**config.mk**
```make
export PLATFORM = sky130hd
export DESIGN_NAME = bsc_div
export DESIGN_NICKNAME = d
export VERILOG_FILES = /design/src/hdl/bsc_pkg.sv /design/src/hdl/bsc_div.sv
export SDC_FILE = /design/constraint.sdc
export NUM_CORES = 2
export LEC_CHECK = 0
export BUFFER_PORTS_ARGS = -buffer_cell sky130_fd_sc_hd__buf_4
export CORE_MARGIN = 2
export CORE_UTILIZATION = 55
export CTS_CLUSTER_DIAMETER = 60
export DETAILED_ROUTE_END_ITERATION = 7
export GPL_ROUTABILITY_DRIVEN = 0
export GPL_TIMING_DRIVEN = 0
export PLACE_DENSITY = 0.68
export SLEW_MARGIN = 15
export SYNTH_ARGS = -nofsm -noshare
export SYNTH_HDL_FRONTEND = slang
export SYNTH_SLANG_ARGS = --single-unit
```
**constraint.sdc**
```tcl
create_clock -name clk -period 10.3 [get_ports clk]
set_input_delay 2.06 -clock clk [delete_from_list [all_inputs] [get_ports clk]]
set_output_delay 2.06 -clock clk [all_outputs]
set_load 0.03 [all_outputs]
```
**src/hdl/bsc_pkg.sv**
```systemverilog
package bsc_pkg;

  localparam int NUM_REGS  = 8;
  localparam int ADDR_W    = 5;
  localparam int DATA_W    = 32;
  localparam int DIV_W     = 32;

  localparam logic [2:0] REG_AC1   = 3'd0;
  localparam logic [2:0] REG_AC2   = 3'd1;
  localparam logic [2:0] REG_AC3   = 3'd2;
  localparam logic [2:0] REG_AC4   = 3'd3;
  localparam logic [2:0] REG_AC56  = 3'd4;
  localparam logic [2:0] REG_B1    = 3'd5;
  localparam logic [2:0] REG_B2    = 3'd6;
  localparam logic [2:0] REG_MCMD  = 3'd7;

  localparam logic [31:0] B6_BIAS      = 32'd4000;
  localparam logic [31:0] B7_SCALE     = 32'd50000;
  localparam logic [31:0] B4_BIAS      = 32'd32768;
  localparam logic [31:0] P_SQ_COEF    = 32'd3038;
  localparam logic [31:0] P_LIN_COEF   = 32'hFFFF_E331;  // -7375
  localparam logic [31:0] P_OFFSET     = 32'd3791;
  localparam logic signed [31:0] P_MAX = 32'sd131071;
  localparam logic signed [31:0] T_MAX = 32'sd32767;
  localparam logic signed [31:0] T_MIN = -32'sd32768;

  typedef struct packed {
    logic [15:0] raw_temperature;
    logic [15:0] raw_pressure;
  } in_t;

  typedef struct packed {
    logic signed [15:0] temperature_tenths;
    logic [16:0]        pressure_pa;
    logic               divide_error;
  } out_t;

  // Calibration set, already sign- or zero-extended to the working width.
  typedef struct packed {
    logic [31:0] ac1;
    logic [31:0] ac2;
    logic [31:0] ac3;
    logic [31:0] ac4;
    logic [31:0] ac5;
    logic [31:0] ac6;
    logic [31:0] b1;
    logic [31:0] b2;
    logic [31:0] mc;
    logic [31:0] md;
  } coef_t;

  function automatic logic [31:0] sext16(input logic [15:0] v);
    sext16 = {{16{v[15]}}, v};
  endfunction

  function automatic logic [31:0] asr(input logic [31:0] x, input int unsigned n);
    asr = 32'($signed(x) >>> n);
  endfunction

endpackage

```
**src/hdl/bsc_div.sv**
```systemverilog
module bsc_div #(
  parameter int DW  = bsc_pkg::DIV_W,
  parameter int SBW = 1
) (
  input  logic           clk,
  input  logic           rst_n,
  input  logic           en,
  input  logic           in_v,
  input  logic [DW-1:0]  num,
  input  logic [DW-1:0]  den,
  input  logic [SBW-1:0] in_sb,
  output logic           out_v,
  output logic [DW-1:0]  quo,
  output logic [SBW-1:0] out_sb
);
  // Restoring division, one quotient bit per stage.  nq holds the dividend
  // bits not yet consumed in its upper part and quotient bits in its lower.
  logic           v_r   [DW];
  logic [DW-1:0]  rem_r [DW];
  logic [DW-1:0]  nq_r  [DW];
  logic [DW-1:0]  den_r [DW];
  logic [SBW-1:0] sb_r  [DW];

  for (genvar k = 0; k < DW; k++) begin : g_stage
    logic [DW-1:0]  rem_in, nq_in, den_in;
    logic [SBW-1:0] sb_in;
    logic           v_in;
    logic [DW:0]    trial;
    logic [DW:0]    diff;

    if (k == 0) begin : g_first
      assign rem_in = '0;
      assign nq_in  = num;
      assign den_in = den;
      assign sb_in  = in_sb;
      assign v_in   = in_v;
    end else begin : g_next
      assign rem_in = rem_r[k-1];
      assign nq_in  = nq_r[k-1];
      assign den_in = den_r[k-1];
      assign sb_in  = sb_r[k-1];
      assign v_in   = v_r[k-1];
    end

    assign trial = {rem_in, nq_in[DW-1]};
    assign diff  = trial - {1'b0, den_in};

    always_ff @(posedge clk) begin
      if (!rst_n) begin
        v_r[k] <= 1'b0;
      end else if (en) begin
        v_r[k] <= v_in;
      end
    end

    always_ff @(posedge clk) begin
      if (en) begin
        den_r[k] <= den_in;
        sb_r[k]  <= sb_in;
        if (!diff[DW]) begin
          rem_r[k] <= diff[DW-1:0];
          nq_r[k]  <= {nq_in[DW-2:0], 1'b1};
        end else begin
          rem_r[k] <= trial[DW-1:0];
          nq_r[k]  <= {nq_in[DW-2:0], 1'b0};
        end
      end
    end
  end

  assign out_v  = v_r[DW-1];
  assign quo    = nq_r[DW-1];
  assign out_sb = sb_r[DW-1];

endmodule

```
==> results.sh <==
export IMPL_cts_root_buffer="clkbuf_16"
export IMPL_synth_area_top_cells="edfxtp_1, ha_1, inv_1, a21oi_1, o21ai_0"
export IMPL_finalHoldViolCount=0
export IMPL_grt_usage=0.238
export IMPL_start_util=0.553
export IMPL_cts_sinks=3072
export IMPL_drt_first_pass_iters=8
export IMPL_p_per_area_nw_per_um2=311
export IMPL_fp_row_count=194
export IMPL_multi_input_area_sq_um=56300
export IMPL_cts_tree="yes"
export IMPL_relSlewSlack=0.152
export IMPL_antenna_found_initial=9
export IMPL_clk_pin_slew_ns=0.06
export IMPL_ys_flop_type="edfxtp_1"
export IMPL_fin_nets=14100
export IMPL_io_pins=103
export IMPL_finClkSkew_ns=0.0474
export IMPL_synth_area_sq_um=154000
export IMPL_cts_buffer_depth=4
export IMPL_fin_area_sq_um=172000
export IMPL_cts_max_level=5
export IMPL_synth_edff_count=3070
export IMPL_grt_pass1_wl_mm=540
export IMPL_finalMaxSlewViolations=0
export IMPL_internal_power_mw=33.9
export IMPL_first_global_vias=101000
export IMPL_synthArstFlopShare=0
export IMPL_grt_overflow_total=0
export IMPL_wl_per_cell_um=20.2
export IMPL_syn_area_per_cell_sq_um=12.3
export IMPL_final_seq_area_sq_um=92200
export IMPL_outcome="complete, but fails checks"
export IMPL_pwr_share_clk=0.214
export IMPL_insertion_delay_ns=0.91
export IMPL_switching_power_mw=19.5
export IMPL_cp_cell_sequence="buf_16, buf_16, clkbuf_2, clkbuf_2, clkbuf_2, nand2_1, mux2i_1, inv_1, buf_2, mux2_2"
export IMPL_die_x_um=534
export IMPL_rsz0062_at_grt="no"
export IMPL_utilization=0.614
export IMPL_crit_required_ns=10.92
export IMPL_worst_setup_path_start_kind="primary input"
export IMPL_dp_worst_setup_slack_ns=2.76
export IMPL_cts_resized=0
export IMPL_synth_top_area_share=0.597
export IMPL_endpoint_kind="flop"
export IMPL_path_depth=10
export IMPL_grt_max_degree=149
export IMPL_numPortBuffers=102
export IMPL_wirelength_mm=343
export IMPL_finalSetupViolations=0
export IMPL_setup_ws_ns=3.93
export IMPL_crit_path_max_incr_delay_ns=0.83
export IMPL_power_frac_seq=0.365
export IMPL_drtIter0Drc=7404
export IMPL_dp_hpwl_mm=255
export IMPL_dpl_instance_area_sq_um=161000
export IMPL_cp_arrival_ns=6.99
export IMPL_tightest_slew_ns=1.25
export IMPL_synth_common_cells="edfxtp_1, inv_1, ha_1, a21oi_1, o21ai_0"
export IMPL_synth_warnings=0
export IMPL_criticalPathCategory="primary input to flop"
export IMPL_peakVddDrop_mv=0.153
export IMPL_ys_seq_area_frac=0.597
export IMPL_nFillCells=21100
export IMPL_synthMostInstantiatedCell="edfxtp_1"
export IMPL_synth_top_area_cell="edfxtp_1"
export IMPL_cap_violations=0
export IMPL_cpMostUsedCell="clkbuf_2"
export IMPL_cp_slowest_cell="mux2i_1"
export IMPL_via_count=98700
export IMPL_synth_seq_cells=3072
export IMPL_max_freq_mhz=157
export IMPL_fp_dieH_um=534
export IMPL_die_area_sq_um=285000
export IMPL_finalCriticalPeriod_ns=6.37
export IMPL_min_path_cells=0
export IMPL_path_max_fanout=131
export IMPL_viasPerCell=5.80
export IMPL_synth_nets=13600
export IMPL_rr_worst_depth=17
export IMPL_drive_gt1_frac=0.0857
export IMPL_hold_buffers=0
export IMPL_drc=3
export IMPL_crit_buf_inv=7
export IMPL_p_comb_frac=0.421
export IMPL_critPathTopFamily="buffers and inverters"
export IMPL_synth_cell_types=87
export IMPL_p_leak_nw=68.3
export IMPL_syn_to_final_growth_pct=11.1
export IMPL_fin_crit_sh=0.618
export IMPL_min_delay_path_class="flop to flop"
export IMPL_violations="DRC"
export IMPL_synthCells=12600
export IMPL_setup_tns_ns=0
export IMPL_post_cts_setup_buffers=0
export IMPL_ant_nets=0
export IMPL_core_area_sq_um=279000
export IMPL_cts_inserted_buffers=330
export IMPL_p_sw_frac=0.365
-- power by group through the flow --
stage	Sequential (mW)	Combinational (mW)	Clock (mW)
4_1_cts	19.4	22.1	11.7
3_3_place_gp	19.7	21.1	0
2_1_floorplan	19.0	16.8	0
5_1_grt	19.7	24.8	12.2
3_5_place_dp	19.6	21.9	0
6_report	19.5	22.5	11.4
-- worst paths after layout --
kind,from,endpoint,slack [ns]
max,en,rem_r[0][245]$_DFFE_PP_,3.93
min,nq_r[0][469]$_DFFE_PP_,nq_r[0][502]$_DFFE_PP_,0.39
max reg2reg,nq_r[1][415]$_DFFE_PP_,rem_r[1][446]$_DFFE_PP_,4.15
min reg2reg,nq_r[0][469]$_DFFE_PP_,nq_r[0][502]$_DFFE_PP_,0.39
-- sequential cells by signal, summed over array words and instances, names as in the netlist --
register and count:
sb_r 32, rem_r 992, den_r 992, nq_r 1024
v_r 32
-- kinds of logic after synthesis --
family	share of synthesized area
compound gates	0.125
xor+xnor	0.0490
fa+ha+maj	0.0843
buf+inv	0.0386
flops	0.597
mux	0.0295
simple gates	0.0760
-- layout by cell type (no fill, tap or decap), types with 27 or more instances in the layout --
master     instances
and3_1           125
nand2b_1         142
nand3_1          153
nand2_1          889
o31ai_1           65
o21ai_0          906
a21oi_1          906
or2_2             36
nand4_1           84
inv_1           1275
xor2_1           368
a21boi_0          27
and2_1            87
o211ai_1          39
clkinv_2          43
nor3_1            95
mux2i_1           45
a211oi_1          75
a21o_1           419
nor2b_1          125
buf_2             39
clkbuf_1         260
buf_4            104
buf_16            33
o21a_1           128
fa_1              30
mux2_2           355
nor4_1            28
edfxtp_1        3070
clkbuf_16        337
xnor2_1          496
ha_1             993
clkinv_1          75
a211o_1           29
nor2_1           570
o21bai_1         119
a31oi_1          110
clkbuf_4          32
or3_1             39
-- cell type report --
type / instances / share of cell area
antenna: 1 / 0.0000146
inverter: 1277 / 0.0279
multi-input combinational: 7913 / 0.328
tap: 3724 / 0.0272
buffer: 292 / 0.00759
clock buffer: 401 / 0.0506
clock inverter: 196 / 0.0102
sequential: 3072 / 0.538
timing repair buffer: 146 / 0.0109
-- routing by layer --
layer	wire length, um	GRT usage	vias up	share of wire
met5	45	0	-	0.00013
met4	21000	0.132	6	0.061
met3	18800	0.0373	1013	0.055
met2	173000	0.425	3281	0.50
met1	131000	0.272	47300	0.38
li1	-	-	47000	-
-- per-stage QoR --
step / power [mW] / hold slack, ns / std cells
global route: 56.6 / 0.403 / 17000
CTS: 53.2 / 0.393 / 17000
floorplan: 35.7 / 0.400 / 12600
detailed placement: 41.6 / 0.405 / 16400
global placement: 40.8 / 0.400 / 16400
finish: 53.4 / 0.394 / 17000
-- worst register-to-register path, delay by kind of cell (launching register included) --
family                   cells  cell delay (ns)
buffers and inverters        4             1.62
AND/OR/NAND/NOR              3             0.77
multiplexers                 1             0.42
AO/OA/AOI/OAI                6             1.89
XOR/XNOR                     1             0.13
flip-flops                   1             0.35
adder cells (fa/ha/maj)      2             0.71
Note: power is estimated with default switching activity, not from simulation.
