===== config.mk =====
export PLATFORM = sky130hd
export DESIGN_NAME = bsc_regs
export DESIGN_NICKNAME = d
export VERILOG_FILES = /design/src/hdl/bsc_pkg.sv /design/src/hdl/bsc_regs.sv
export SDC_FILE = /design/constraint.sdc
export NUM_CORES = 1
export LEC_CHECK = 0
export BUFFER_PORTS_ARGS = -buffer_cell sky130_fd_sc_hd__buf_4
export CORE_MARGIN = 2
export CORE_UTILIZATION = 30
export DETAILED_ROUTE_END_ITERATION = 12
export GPL_ROUTABILITY_DRIVEN = 0
export GPL_TIMING_DRIVEN = 0
export PLACE_DENSITY = 0.52
export SETUP_SLACK_MARGIN = 0.1
export SLEW_MARGIN = 30
export SYNTH_ARGS = -nofsm -noshare
export SYNTH_HDL_FRONTEND = slang
export SYNTH_SLANG_ARGS = --single-unit

===== constraint.sdc =====
create_clock -name clk -period 3.9 [get_ports clk]
set_input_delay 0 -clock clk [delete_from_list [all_inputs] [get_ports clk]]
set_output_delay 0 -clock clk [all_outputs]
set_load 0.01 [all_outputs]

===== src/hdl/bsc_pkg.sv =====
package bsc_pkg;

  localparam int NUM_REGS  = 8;
  localparam int ADDR_W    = 5;
  localparam int DATA_W    = 32;
  localparam int DIV_W     = 32;

  localparam logic [2:0] REG_AC1   = 3'd0;
  localparam logic [2:0] REG_AC2   = 3'd1;
  localparam logic [2:0] REG_AC3   = 3'd2;
  localparam logic [2:0] REG_AC4   = 3'd3;
  localparam logic [2:0] REG_AC56  = 3'd4;
  localparam logic [2:0] REG_B1    = 3'd5;
  localparam logic [2:0] REG_B2    = 3'd6;
  localparam logic [2:0] REG_MCMD  = 3'd7;

  localparam logic [31:0] B6_BIAS      = 32'd4000;
  localparam logic [31:0] B7_SCALE     = 32'd50000;
  localparam logic [31:0] B4_BIAS      = 32'd32768;
  localparam logic [31:0] P_SQ_COEF    = 32'd3038;
  localparam logic [31:0] P_LIN_COEF   = 32'hFFFF_E331;  // -7375
  localparam logic [31:0] P_OFFSET     = 32'd3791;
  localparam logic signed [31:0] P_MAX = 32'sd131071;
  localparam logic signed [31:0] T_MAX = 32'sd32767;
  localparam logic signed [31:0] T_MIN = -32'sd32768;

  typedef struct packed {
    logic [15:0] raw_temperature;
    logic [15:0] raw_pressure;
  } in_t;

  typedef struct packed {
    logic signed [15:0] temperature_tenths;
    logic [16:0]        pressure_pa;
    logic               divide_error;
  } out_t;

  // Calibration set, already sign- or zero-extended to the working width.
  typedef struct packed {
    logic [31:0] ac1;
    logic [31:0] ac2;
    logic [31:0] ac3;
    logic [31:0] ac4;
    logic [31:0] ac5;
    logic [31:0] ac6;
    logic [31:0] b1;
    logic [31:0] b2;
    logic [31:0] mc;
    logic [31:0] md;
  } coef_t;

  function automatic logic [31:0] sext16(input logic [15:0] v);
    sext16 = {{16{v[15]}}, v};
  endfunction

  function automatic logic [31:0] asr(input logic [31:0] x, input int unsigned n);
    asr = 32'($signed(x) >>> n);
  endfunction

endpackage


===== src/hdl/bsc_regs.sv =====
module bsc_regs (
  input  logic                         clk,
  input  logic                         rst_n,
  input  logic                         psel,
  input  logic                         penable,
  input  logic                         pwrite,
  input  logic [bsc_pkg::ADDR_W-1:0]   paddr,
  input  logic [bsc_pkg::DATA_W-1:0]   pwdata,
  output logic [bsc_pkg::DATA_W-1:0]   prdata,
  output logic                         pready,
  output bsc_pkg::coef_t               coef
);
  import bsc_pkg::*;

  logic [DATA_W-1:0] regs_r [NUM_REGS];
  logic [2:0]        idx;
  logic              wr_en;
  logic [DATA_W-1:0] wr_val;

  assign idx    = paddr[ADDR_W-1:2];
  assign wr_en  = psel && penable && pwrite;
  assign pready = 1'b1;

  // The two packed registers keep all 32 bits; the rest keep 16.
  always_comb begin
    if (idx == REG_AC56 || idx == REG_MCMD) begin
      wr_val = pwdata;
    end else begin
      wr_val = {16'd0, pwdata[15:0]};
    end
  end

  always_ff @(posedge clk) begin
    if (!rst_n) begin
      for (int i = 0; i < NUM_REGS; i++) regs_r[i] <= '0;
    end else if (wr_en) begin
      regs_r[idx] <= wr_val;
    end
  end

  assign prdata = regs_r[idx];

  always_comb begin
    coef.ac1 = sext16(regs_r[REG_AC1][15:0]);
    coef.ac2 = sext16(regs_r[REG_AC2][15:0]);
    coef.ac3 = sext16(regs_r[REG_AC3][15:0]);
    coef.ac4 = {16'd0, regs_r[REG_AC4][15:0]};
    coef.ac5 = {16'd0, regs_r[REG_AC56][31:16]};
    coef.ac6 = {16'd0, regs_r[REG_AC56][15:0]};
    coef.b1  = sext16(regs_r[REG_B1][15:0]);
    coef.b2  = sext16(regs_r[REG_B2][15:0]);
    coef.mc  = sext16(regs_r[REG_MCMD][31:16]);
    coef.md  = sext16(regs_r[REG_MCMD][15:0]);
  end

endmodule


==> results of run 1 <==
==> worst max-delay path by stage <==
stage / start / end / slack [ns]
final: rst_n / regs_r[0][31] / 1.31
after global routing: rst_n / regs_r[0][31] / 1.18
after CTS: rst_n / regs_r[0][31] / 1.14
after detailed placement: rst_n / regs_r[0][31] / 1.16
after global placement: paddr[3] / regs_r[7][8] / -3.45
after floorplan: paddr[2] / regs_r[2][0] / 0.19
==> cell usage after synthesis (all sizes together) <==
cell type	n	share of area
buf	292	0.16
edfxtp	256	0.58
nor4	160	0.076
mux4	64	0.11
clkbuf	38	0.012
inv	33	0.0094
mux2	32	0.036
o31ai	8	0.0046
nand2b	3	0.0014
conb	2	0.00057
nand2	2	0.0011
nand3	2	0.00076
or2	1	0.00047
==> metrics by stage <==
stage,util,cell area (sq um),TNS [ns]
after CTS,0.427,18500,0
after floorplan,-,13700,0
final,0.427,18500,0
after global routing,0.427,18500,0
after global placement,0.393,17000,-702.04
after detailed placement,0.403,17500,0
==> metal layers <==
| metal | vias to the layer above | wire length, um | track usage |
|---|---|---|---|
| li1 | 4173 | - | - |
| met1 | 4484 | 18600 | 0.258 |
| met2 | 465 | 21800 | 0.325 |
| met3 | 60 | 3660 | 0.0310 |
| met4 | 0 | 1010 | 0.0472 |
| met5 | - | 0 | 0 |
==> power groups by stage <==
| stage | Combinational [W] | Sequential, W | Clock, W |
|---|---|---|---|
| after detailed placement | 0.00133 | 0.00338 | 0 |
| after floorplan | 0.000706 | 0.00336 | 0 |
| final | 0.00133 | 0.00332 | 0.00253 |
| after global placement | 0.00127 | 0.00340 | 0 |
| after global routing | 0.00142 | 0.00334 | 0.00268 |
| after CTS | 0.00134 | 0.00333 | 0.00257 |
==> critical path, stage by stage <==
cell and delay [ns]:
dlygate4sd3_1 0.57, buf_2 0.39, nand3_1 0.30, clkbuf_2 0.40
o31ai_4 0.62, buf_8 0.23, buf_6 0.16, buf_6 0.16
==> final cells by class <==
| type | instances | area [sq um] | share of cell area |
|---|---|---|---|
| flip-flops and latches | 256 | 7690 | 0.416 |
| repair buffers | 386 | 3070 | 0.166 |
| plain buffers | 330 | 2320 | 0.125 |
| well taps | 585 | 732 | 0.0396 |
| diodes | 1 | 2.50 | 0.000135 |
| inverters | 33 | 124 | 0.00670 |
| clock buffers | 37 | 734 | 0.0397 |
| clock inverters | 13 | 123 | 0.00663 |
| multi-input cells | 417 | 3700 | 0.200 |
==> cells by family (layout without fill, tap and decap cells) <==
logic type | count (synthesis) | count (layout) | share of synthesized area
AO/OA/AOI/OAI | 8 | 8 | 0.00456
AND/OR/NAND/NOR | 168 | 168 | 0.0797
other | 2 | 146 | 0.000570
multiplexers | 96 | 96 | 0.147
buffers and inverters | 363 | 799 | 0.185
flip-flops | 256 | 256 | 0.583
==> repair_timing <==
| action | 4_1_cts | 5_1_grt |
|---|---|---|
| endpoints found under the setup margin | 0 | 0 |
| hold endpoints to repair | 36 | 0 |
| hold buffers | 17 | 0 |
==> results.py, run 1 <==
metrics = {
    "run_status": {
        "run_status": "complete, no violations",
    },
    "pwr": {
        "power_w": 0.00718,
        "max-vdd-ir-drop_v": 0.000322,
        "pwr_density_cell_nw_per_um2": 388,
        "internal_power_w": 0.00536,
        "p_seq_frac": 0.463,
        "netSwitchingFraction": 0.253,
        "power.switching_w": 0.00182,
        "p_comb_frac": 0.185,
        "p_leak_nw": 7.62,
        "power_frac_clock": 0.352,
    },
    "flow_run": {
        "timing.max_cap.violations": 0,
    },
    "floorplanning": {
        "initial_core_util": 0.305,
        "die_w_um": 214,
        "core.rowCount": 76,
        "full_die_area_sq_um": 45600,
        "design.core.area_sq_um": 43300,
        "die-height_um": 214,
        "design.portCount": 395,
    },
    "cts": {
        "maximum_number_of_buffers_from_clock_root_to_sink": 3,
        "num_cts_buffers": 28,
        "postCtsSetupRepairBufs": 0,
        "h-tree-depth": 1,
        "tritoncts_num_sinks": 256,
        "tritoncts": "yes",
        "clk_pin_slew_worst_paths_ns": 0.06,
        "cts_root_buf": "clkbuf_16",
        "ctsResizeCount": 0,
    },
    "hold_path": {
        "hold_path.class": "in2reg",
        "whs_path_depth": 3,
        "min-delay-start": "pwdata[6]",
        "timing.hold.worst_endpoint": "regs_r[6][6]",
    },
    "grt": {
        "global_route.usage.total": 0.192,
        "antenna_found_initial": 1,
        "first_global_vias": 9052,
        "grt_overflow_total": 0,
        "grt_first_pass_wirelength_um": 62700,
        "grt_start_max_net_pins": 19,
    },
    "synth": {
        "synth_cells": 893,
        "yosys_register_bits": 256,
        "synth.distinct_cells": 22,
        "synth_sequential_area_ratio": 0.583,
        "mappedNetlistArea_sq_um": 13200,
        "yosys_warnings": 0,
        "synthesis.area_per_instance_sq_um": 14.8,
    },
    "placement": {
        "post-place-ws_ns": 1.16,
        "dp_hpwl_um": 34500,
        "dp.cells": 1990,
        "place.port_buffers": 340,
    },
    "layout": {
        "area_growth_syn_to_layout_pct": 40.3,
        "count_of_fill_cells_added_during_filler_insertion": 4089,
        "largest_reg_flops": 256,
        "layout_top_registers": "regs_r x256",
        "largest_register": "regs_r",
        "leading_cell_types_in_the_layout_fill_and_taps_excluded": "buf_4 (597), edfxtp_1 (256), nor4_1 (160)",
        "post_route_cells_drive_above_1_share": 0.537,
        "mostFrequentLayoutCell": "buf_4",
        "stdcell_count": 2058,
        "fin_nets": 1494,
    },
    "timing": {
        "slew_at_the_pin_with_the_worst_max_slew_slack_ns": 1.00,
        "period_share": 0.664,
        "slew_headroom": 0.332,
        "setup-violations-final": 0,
        "worst_slack_ns": 1.31,
        "period_minus_slack_ns": 2.59,
        "fmax_ghz": 0.386,
        "timing_hold_violations_final": 0,
        "worst_hold_margin_ns": 0.0138,
        "final-max-slew-violation-count": 0,
        "unrepaired_setup_endpoints_after_global_routing": "no",
    },
    "route": {
        "total_detailed_routing_wirelength_um": 45100,
        "detail-route-antenna-nets": 0,
        "routedWlPerCell_um": 21.9,
        "vias_per_cell": 4.46,
        "detailedRoute.firstIterationViolations": 773,
        "post-route-drc-count": 0,
        "detailedRoute.firstPassIterationCount": 5,
        "route.vias.total": 9182,
    },
    "critical_path": {
        "type_of_element_launching_the_critical_path": "primary input",
        "worst-setup-path-type": "in2reg",
        "worstPathArrival_ns": 2.85,
        "critical_path_required_ns": 4.16,
        "critical_path_peak_fanout": 10,
        "worstSetupEndpointType": "register",
    },
}
Note: power is estimated with default switching activity, not from simulation.
==> run 2, diff against run 1 <==
--- a/config.mk
+++ b/config.mk
@@ -5,6 +5,7 @@
 export SDC_FILE = /design/constraint.sdc
 export NUM_CORES = 1
 export LEC_CHECK = 0
+export ABC_AREA = 1
 export BUFFER_PORTS_ARGS = -buffer_cell sky130_fd_sc_hd__buf_4
 export CORE_MARGIN = 2
 export CORE_UTILIZATION = 30
==> constraint.sdc (replaced) <==
create_clock -name clk -period 2.2 [get_ports clk]
set_input_delay 0 -clock clk [delete_from_list [all_inputs] [get_ports clk]]
set_output_delay 0 -clock clk [all_outputs]
set_load 0.01 [all_outputs]
==> run 2 against run 1 <==
Net effect:
- area after synthesis increased by 1.7%
- sequential share of layout area decreased by 0.33 points
- critical path depth decreased by 3
- critical endpoint is now prdata[15]
- highest routed layer unchanged
==> results.py, run 2 <==
metrics = {
    "floorplanning": {
        "die-height_um": 215,
        "full_die_area_sq_um": 46400,
        "design.core.area_sq_um": 44100,
        "design.portCount": 395,
        "die_w_um": 215,
        "core.rowCount": 77,
        "initial_core_util": 0.304,
    },
    "synth": {
        "synth.distinct_cells": 18,
        "synth_largest_type_area_fraction": 0.573,
        "yosys_register_bits": 256,
        "yosys_most_used_dff": "edfxtp_1",
        "yosys.cell_count.top_type": "buf_4",
        "synthesis.area_per_instance_sq_um": 10.3,
        "synth_sequential_area_ratio": 0.573,
        "netlist_top_cells_count": "buf_4 (264), edfxtp_1 (256), nor2_1 (217)",
        "area_leader_netlist": "edfxtp_1",
        "mappedNetlistArea_sq_um": 13400,
        "yosys_warnings": 0,
        "post_synth_main_area_contributors": "edfxtp_1 (57%), buf_4 (15%), nand4_1 (7.4%), nor2_1 (6.1%), nand2_1 (4.8%)",
        "synth_cells": 1301,
        "synth-edff-count": 256,
        "synth-async-reset-ratio": 0,
    },
    "grt": {
        "grt_start_max_net_pins": 33,
        "grt_first_pass_wirelength_um": 72300,
        "global_route.usage.total": 0.212,
        "first_global_vias": 10700,
        "grt_overflow_total": 0,
        "antenna_found_initial": 0,
    },
    "pwr": {
        "power_w": 0.0130,
        "power.switching_w": 0.00340,
        "p_comb_frac": 0.169,
        "netSwitchingFraction": 0.262,
        "max-vdd-ir-drop_v": 0.000573,
        "power_frac_clock": 0.374,
        "internal_power_w": 0.00956,
        "p_seq_frac": 0.458,
        "p_leak_nw": 8.68,
        "pwr_density_cell_nw_per_um2": 695,
    },
    "route": {
        "route.vias.total": 11200,
        "detail-route-antenna-nets": 0,
        "routedWlPerCell_um": 20.7,
        "detailedRoute.firstPassIterationCount": 5,
        "post-route-drc-count": 0,
        "vias_per_cell": 4.53,
        "detailedRoute.firstIterationViolations": 1071,
        "total_detailed_routing_wirelength_um": 51000,
    },
    "timing": {
        "slew_at_the_pin_with_the_worst_max_slew_slack_ns": 0.850,
        "unrepaired_setup_endpoints_after_global_routing": "no",
        "period_share": 0.909,
        "setup-tns-final_ns": 0,
        "period_minus_slack_ns": 2.00,
        "setup-violations-final": 0,
        "final-max-slew-violation-count": 0,
        "worst_hold_margin_ns": 0.0271,
        "slew_headroom": 0.431,
        "timing_hold_violations_final": 0,
        "fmax_ghz": 0.500,
    },
    "cts": {
        "post_cts_hold_buffer_count": 34,
        "ctsResizeCount": 0,
        "cts_root_buf": "clkbuf_16",
        "maximum_number_of_buffers_from_clock_root_to_sink": 3,
        "clk_pin_slew_worst_paths_ns": 0.06,
        "num_cts_buffers": 29,
        "postCtsSetupRepairBufs": 0,
        "h-tree-depth": 1,
        "tritoncts_num_sinks": 256,
        "tritoncts": "yes",
    },
    "layout": {
        "largest_register": "regs_r",
        "final_core_utilization": 0.422,
        "area_growth_syn_to_layout_pct": 39.0,
        "post-route-cell-area_sq_um": 18600,
        "largest_reg_flops": 256,
        "mostFrequentLayoutCell": "buf_4",
        "post_route_cells_drive_above_1_share": 0.393,
        "fin_nets": 1895,
        "antenna_cells_inserted": 0,
        "leading_cell_types_in_the_layout_fill_and_taps_excluded": "buf_4 (604), edfxtp_1 (256), nor2_1 (217)",
        "layout_top_registers": "regs_r x256",
    },
    "placement": {
        "place.port_buffers": 340,
        "dp_hpwl_um": 38700,
        "detailed_place.area_sq_um": 17400,
    },
    "critical_path": {
        "critical_path_peak_fanout": 18,
        "worstSetupEndpointType": "output pin",
        "type_of_element_launching_the_critical_path": "register",
        "worstPathArrival_ns": 2.00,
        "critical_path_required_ns": 2.20,
        "worst-setup-path-type": "reg2out",
    },
    "hold_path": {
        "whs_path_depth": 5,
        "hold_path.class": "in2reg",
    },
    "flow_run": {
        "timing.max_cap.violations": 0,
    },
    "run_status": {
        "run_status": "complete, no violations",
    },
}
-- run 2: cells by family after synthesis --
| logic type | after synthesis | synth area share |
|---|---|---|
| buf+inv | 380 | 0.189 |
| flops | 256 | 0.573 |
| other cells | 2 | 0.000560 |
| simple gates | 663 | 0.238 |
-- run 2: final timing paths --
check / to / from / slack [ns]
setup / recovery: prdata[15] / regs_r[5][15] / 0.20
hold / removal: regs_r[4][31] / pwrite / 0.03
-- run 2: layout make-up --
class,instances,area (sq um)
Clock inverter,19,183
Sequential cell,256,7690
Inverter,36,135
Multi-Input combinational cell,808,3760
Fill cell,4392,25500
Timing Repair Buffer,378,3000
Clock buffer,34,744
Tap cell,592,741
Buffer,344,2390
-- run 2: power groups by stage --
stage / registers, W / logic [W] / clock network [W]
after floorplan: 0.00596 / 0.00108 / 0
after global placement: 0.00604 / 0.00209 / 0
after detailed placement: 0.00603 / 0.00214 / 0
after CTS: 0.00593 / 0.00219 / 0.00490
after global routing: 0.00596 / 0.00233 / 0.00506
final: 0.00593 / 0.00218 / 0.00485
-- run 2: metrics by stage --
stage	std cells	worst slack (ns)
2_1_floorplan	1444	0.309
3_3_place_gp	2376	-0.671
3_5_place_dp	2380	0.0946
4_1_cts	2467	0.187
5_1_grt	2467	0.116
6_report	2467	0.201
-- run 2: metal layers --
layer | track usage | up-vias | routed length (um)
met4 | 0.0552 | 0 | 1310
met3 | 0.0376 | 73 | 4090
li1 | - | 5221 | -
met1 | 0.273 | 5340 | 20600
met2 | 0.368 | 534 | 24900
met5 | 0 | - | 0
-- run 2: critical path: stages, from the launching register on --
cell and delay [ns]:
edfxtp_1 0.68, nand4_1 0.22, nand2_1 0.07, nor2_1 0.23, nand2_1 0.09, buf_4 0.16
